File: src/design/mnp_pkg.sv
package mnp_pkg;

    // Fixed sizes of the message and result fields.
    localparam int KEY_COUNT         = 128;
    localparam int KEY_BITS          = $clog2(KEY_COUNT);
    localparam int FIELD_BITS        = 32;
    localparam int TICK_BITS_DEFAULT = 32;

    // Command decode of the status byte; the channel nibble is masked off.
    localparam logic [7:0] CMD_MASK     = 8'hF0;
    localparam logic [7:0] CMD_NOTE_ON  = 8'h90;
    localparam logic [7:0] CMD_NOTE_OFF = 8'h80;

    // One MIDI channel message.
    typedef struct packed {
        logic [7:0]            status_byte;
        logic [KEY_BITS-1:0]   key_number;
        logic [6:0]            key_velocity;
        logic [FIELD_BITS-1:0] event_tick;
    } in_item_t;

    // One closed note.
    typedef struct packed {
        logic [FIELD_BITS-1:0] note_start;
        logic [FIELD_BITS-1:0] note_length;
        logic [KEY_BITS-1:0]   note_key;
    } out_item_t;

    // Read and write control of the start-tick table.
    typedef struct packed {
        logic                rd_en;
        logic [KEY_BITS-1:0] rd_key;
        logic                wr_en;
        logic [KEY_BITS-1:0] wr_key;
    } table_ctl_t;

endpackage

File: src/design/mnp_start_table.sv
module mnp_start_table #(
    parameter int DATA_BITS = mnp_pkg::FIELD_BITS
) (
    input  logic                   aclk,
    input  mnp_pkg::table_ctl_t    ctl,
    input  logic [DATA_BITS-1:0]   wr_data,
    output logic [DATA_BITS-1:0]   rd_data
);

    logic [DATA_BITS-1:0] mem [mnp_pkg::KEY_COUNT];
    logic [DATA_BITS-1:0] rd_data_reg;

    // Write port; an entry holds the start tick of the last note-on for its pitch.
    always_ff @(posedge aclk) begin
        if (ctl.wr_en) begin
            mem[ctl.wr_key] <= wr_data;
        end
    end

    // Registered read port. A read in the same cycle as a write returns the old data.
    always_ff @(posedge aclk) begin
        if (ctl.rd_en) begin
            rd_data_reg <= mem[ctl.rd_key];
        end
    end

    assign rd_data = rd_data_reg;

endmodule

File: src/design/mnp_pair_stage.sv
module mnp_pair_stage #(
    parameter int TICK_BITS = mnp_pkg::TICK_BITS_DEFAULT
) (
    input  logic                aclk,
    input  logic                aresetn,
    input  logic                s_valid,
    output logic                s_ready,
    input  mnp_pkg::in_item_t   s_item,
    input  logic                out_free,
    output logic                res_load,
    output mnp_pkg::out_item_t  res_item
);

    localparam int FB = mnp_pkg::FIELD_BITS;
    localparam int SB = (TICK_BITS < FB) ? TICK_BITS : FB;

    logic                              stage_valid_reg;
    mnp_pkg::in_item_t                 stage_item_reg;
    logic                              hit_reg;
    logic [SB-1:0]                     fwd_tick_reg;
    logic [mnp_pkg::KEY_COUNT-1:0]     open_valid_reg;

    logic                              is_on;
    logic                              is_off;
    logic                              opens;
    logic                              emits;
    logic                              go;
    logic                              accept;
    logic [SB-1:0]                     tick_cur;
    logic [SB-1:0]                     start_cur;
    logic [SB-1:0]                     length_cur;
    logic [SB-1:0]                     rd_data;
    mnp_pkg::table_ctl_t               ctl;

    // Decode the message held in the stage register.
    always_comb begin
        is_on  = (stage_item_reg.status_byte & mnp_pkg::CMD_MASK) == mnp_pkg::CMD_NOTE_ON;
        is_off = (stage_item_reg.status_byte & mnp_pkg::CMD_MASK) == mnp_pkg::CMD_NOTE_OFF;
        opens  = is_on && (stage_item_reg.key_velocity != 7'd0);
        emits  = (is_on || is_off) && !opens && open_valid_reg[stage_item_reg.key_number];
    end

    // The stage moves on unless it holds a result and the result register is full and not being taken.
    assign go      = stage_valid_reg && (!emits || out_free);
    assign s_ready = !stage_valid_reg || go;
    assign accept  = s_valid && s_ready;

    // Table access: read at acceptance, write when a note-on with nonzero velocity leaves the stage.
    always_comb begin
        ctl.rd_en  = accept;
        ctl.rd_key = s_item.key_number;
        ctl.wr_en  = go && opens;
        ctl.wr_key = stage_item_reg.key_number;
    end

    mnp_start_table #(
        .DATA_BITS (SB)
    ) u_start_table (
        .aclk    (aclk),
        .ctl     (ctl),
        .wr_data (tick_cur),
        .rd_data (rd_data)
    );

    // Start tick, with the note-on that wrote the table in the read cycle forwarded.
    always_comb begin
        tick_cur   = stage_item_reg.event_tick[SB-1:0];
        start_cur  = hit_reg ? fwd_tick_reg : rd_data;
        length_cur = tick_cur - start_cur;
    end

    always_comb begin
        res_load             = go && emits;
        res_item.note_start  = FB'(start_cur);
        res_item.note_length = FB'(length_cur);
        res_item.note_key    = stage_item_reg.key_number;
    end

    // Stage register control.
    always_ff @(posedge aclk) begin
        if (!aresetn) begin
            stage_valid_reg <= 1'b0;
        end else if (accept) begin
            stage_valid_reg <= 1'b1;
        end else if (go) begin
            stage_valid_reg <= 1'b0;
        end
    end

    // Stage payload and forwarding data.
    always_ff @(posedge aclk) begin
        if (accept) begin
            stage_item_reg <= s_item;
            hit_reg        <= go && opens && (stage_item_reg.key_number == s_item.key_number);
            fwd_tick_reg   <= tick_cur;
        end
    end

    // Open-note marks: set by a note-on with nonzero velocity, cleared when a note closes.
    always_ff @(posedge aclk) begin
        if (!aresetn) begin
            open_valid_reg <= '0;
        end else if (go && opens) begin
            open_valid_reg[stage_item_reg.key_number] <= 1'b1;
        end else if (go && emits) begin
            open_valid_reg[stage_item_reg.key_number] <= 1'b0;
        end
    end

endmodule

File: src/design/midi_note_pairing_unit.sv
// Channel  Direction  Handshake          Payload
// s_       in         s_valid / s_ready  s_item  : status, key, velocity, tick
// m_       out        m_valid / m_ready  m_item  : start, length, key
//
// One message is taken every cycle while the input is not stalled. A closing
// message and its table read are registered together in the stage, and the
// result register is loaded from the stage; the closed note then appears on m_.
// Reset clears all open-note marks together, with no sweep.
// A closing message waits in the stage while the result register is full and
// not being taken, and the input stalls behind it; other messages never wait.
module midi_note_pairing_unit #(
    parameter int TICK_BITS = mnp_pkg::TICK_BITS_DEFAULT
) (
    input  logic                aclk,
    input  logic                aresetn,
    input  logic                s_valid,
    output logic                s_ready,
    input  mnp_pkg::in_item_t   s_item,
    output logic                m_valid,
    input  logic                m_ready,
    output mnp_pkg::out_item_t  m_item
);

    logic               m_valid_reg;
    mnp_pkg::out_item_t m_item_reg;
    logic               out_free;
    logic               res_load;
    mnp_pkg::out_item_t res_item;

    assign out_free = !m_valid_reg || m_ready;

    mnp_pair_stage #(
        .TICK_BITS (TICK_BITS)
    ) u_pair_stage (
        .aclk     (aclk),
        .aresetn  (aresetn),
        .s_valid  (s_valid),
        .s_ready  (s_ready),
        .s_item   (s_item),
        .out_free (out_free),
        .res_load (res_load),
        .res_item (res_item)
    );

    // Result register control.
    always_ff @(posedge aclk) begin
        if (!aresetn) begin
            m_valid_reg <= 1'b0;
        end else if (res_load) begin
            m_valid_reg <= 1'b1;
        end else if (m_ready) begin
            m_valid_reg <= 1'b0;
        end
    end

    // Result payload.
    always_ff @(posedge aclk) begin
        if (res_load) begin
            m_item_reg <= res_item;
        end
    end

    assign m_valid = m_valid_reg;
    assign m_item  = m_item_reg;

endmodule

File: config.mk
export PLATFORM = sky130hd
export DESIGN_NAME = midi_note_pairing_unit
export DESIGN_NICKNAME = d
export VERILOG_FILES = /design/src/design/mnp_pkg.sv /design/src/design/mnp_start_table.sv /design/src/design/mnp_pair_stage.sv /design/src/design/midi_note_pairing_unit.sv
export SDC_FILE = /design/constraint.sdc
export NUM_CORES = 2
export LEC_CHECK = 0
export BUFFER_PORTS_ARGS = -buffer_cell sky130_fd_sc_hd__buf_4
export CORE_MARGIN = 4
export CORE_UTILIZATION = 53
export DETAILED_ROUTE_END_ITERATION = 7
export GPL_TIMING_DRIVEN = 1
export PLACE_DENSITY = 0.69
export SLEW_MARGIN = 20
export SYNTH_ARGS = -nofsm -noshare
export SYNTH_HDL_FRONTEND = slang
export SYNTH_SLANG_ARGS = --single-unit
export TNS_END_PERCENT = 100
File: constraint.sdc
create_clock -name aclk -period 35.7 [get_ports aclk]
set_input_delay 1.785 -clock aclk [delete_from_list [all_inputs] [get_ports aclk]]
set_output_delay 1.785 -clock aclk [all_outputs]
set_load 0.02 [all_outputs]
==> out/metrics.yaml <==
floorplan:
  initial_utilization_pct: 53.2
  die_h_microns: 573
  core.rowCount: 207
  core_area_sq_um: 318000
  num_io_pins: 131
  die-width_microns: 573
  die_area_sq_um: 328000
synth:
  ys_seq_area_share_pct: 77.6
  synth_cell_types: 67
  yosysTopAreaCellShare_pct: 76.0
  synth.largest_area_cell: "edfxtp_1"
  synth_nets: 7141
  async_flop_share_pct: 0
  synth.area.top_cells: "edfxtp_1, mux4_2, dfxtp_1"
  ys_ff_latch: 4412
  synth.cell_area_sq_um: 169000
  syn_avg_cell_area_sq_um: 24.0
  synth_cells: 7051
  synth_ff_type: "edfxtp_1"
  synth-edff-count: 4282
  synth_warnings: 0
clock_tree:
  cts_buffers: 416
  cts_tree: "done"
  clkLatencyLatePin_ps: 920
  ctsResizeCount: 0
  ctsRootBufferMaster: "clkbuf_16"
  clkSlewWorstSetupHoldPaths_ps: 70
  clkSinkCount: 4412
  postCtsSetupBuffers: 0
  hold_buffers: 0
  htreeDepth: 5
  cts_buffer_depth: 4
detailed_routing:
  via_per_inst: 6.61
  vias: 79361
  wl_per_cell_microns: 34.4
  routed_wl_microns: 413000
  firstDrtPassIters: 5
  detailedRoute.firstIterationViolations: 11727
  antenna_left: 0
  drcViolationCount: 0
final_layout:
  stdcell_area_sq_um: 190000
  layout_common_cells: "edfxtp_1, mux4_2, clkbuf_16"
  largest_reg_flops: 4096
  drive_above_1_share_pct: 32.6
  syn_to_final_growth_pct: 12.5
  post-route-util_pct: 59.8
  final_nets: 7568
  layout_commonest_cell: "edfxtp_1"
worst_setup_path:
  required_ps: 36330
  worst-path-max-fanout: 103
  critPathSlowestCell: "buf_4"
  cp-end-kind: "register"
  max_stage_delay_ps: 790
  crit_chain: "buf_16 -> buf_12 -> buf_4 -> buf_4 -> buf_12 -> buf_4 -> mux4_2 -> mux4_2 -> mux4_2 -> mux2_2"
  cp.arrival_ps: 8410
  startpoint_type: "primary input"
  worstSetupPathType: "in2reg"
placed_design:
  portBuffers: 126
  placed_area_sq_um: 177000
  dp_hpwl_microns: 224000
  routabilityCongestion: 0.881
timing:
  tightestPinTransition_ps: 1120
  setup_tns_ps: 0
  finalHoldViolCount: 0
  timing.fmax_mhz: 129
  setup_viol: 0
  rsz0062_at_grt: "false"
  max_slew_margin_pct: 25.1
  fin_crit_ps: 7770
  period_share_pct: 21.8
  finalClockSkew_ps: 55.3
  drv_slew: 0
global_route:
  grt_overflow: 0
  grtUsageTotal_pct: 25.0
  antenna_found_initial: 27
  grt_pass1_vias: 79517
  grt_max_degree: 132
  grt_pass1_wl_microns: 588000
power_and_ir_drop:
  power_w: 0.0107
  max-vdd-ir-drop_v: 0.0000480
  cellLeakagePower_nw: 58.8
  powerDensity_nw_per_um2: 56.2
status:
  run_status: "completed"
min_path:
  hold_path_class: "reg2reg"
job:
  cap_violations: 0
report_power, final:
part,leakage (nW),switching [W],internal [W]
sequential,39.6,0.00000983,0.00574
combinational,12.7,0.000390,0.000216
clock,6.53,0.00185,0.00249
total,58.8,0.00225,0.00845
kinds of logic (layout without fill, tap and decap cells):
family	Yosys count	in the layout	synth area share, %
flip-flops	4412	4412	77.6
multiplexers	1448	1448	18.7
buffers and inverters	435	1202	1.08
AO/OA/AOI/OAI	399	399	1.48
AND/OR/NAND/NOR	295	295	0.769
adder cells (fa/ha/maj)	32	32	0.241
XOR/XNOR	30	30	0.155
other	0	12	0
worst max-delay path: cells and delay by family:
kind	cells	cell delay (ps)
buffers and inverters	6	3880
muxes	4	2190
metal layers:
metal,vias to the layer above,wire [microns],GRT usage [%]
met3,597,46900,5.99
li1,31400,-,-
met4,0,10700,6.44
met5,-,0,0
met1,42820,159000,36.6
met2,4544,197000,38.7
stage by stage:
stage          hold slack, ps  setup WS [ps]  instances
3_3_place_gp              522          26670      11240
2_1_floorplan             421          24390       7051
6_report                  560          27930      12010
5_1_grt                   580          27250      12000
3_5_place_dp              542          26670      11240
4_1_cts                   556          27600      11998
final timing paths:
path	cells after the start	startpoint	slack [ps]	endpoint
max reg2reg	10	u_pair_stage.res_item[1]	29410	u_pair_stage.tick_cur[23]
min reg2reg	2	register	560	register
max	10	s_item[39]	27930	u_pair_stage.u_start_table.rd_data[12]
min	2	register	560	register
synthesized netlist by cell type (all sizes together) (5+ instances only):
| cell | instances |
|---|---|
| o31ai | 6 |
| nand2b | 8 |
| clkbuf | 232 |
| nand2 | 49 |
| o21a | 5 |
| a21o | 16 |
| a22oi | 5 |
| o21ai | 144 |
| nor2 | 164 |
| a2111oi | 6 |
| mux4 | 1364 |
| ha | 31 |
| inv | 51 |
| a31oi | 133 |
| xor2 | 5 |
| edfxtp | 4282 |
| and2 | 7 |
| and3 | 6 |
| nand3 | 20 |
| a21boi | 5 |
| buf | 151 |
| dfxtp | 130 |
| nor2b | 10 |
| mux2 | 44 |
| o21bai | 6 |
| a211oi | 9 |
| mux2i | 40 |
| xnor2 | 25 |
| nor3 | 12 |
| a21oi | 33 |
layout make-up:
type | instances | area (sq um)
Antenna cell | 12 | 30.0
Clock buffer | 509 | 11000
Clock inverter | 249 | 2370
Fill cell | 21289 | 128000
Inverter | 52 | 195
Multi-Input combinational cell | 2204 | 37100
Sequential cell | 4412 | 131000
Tap cell | 4180 | 5230
Timing Repair Buffer | 392 | 3080
(Power assumes the default switching activity.)
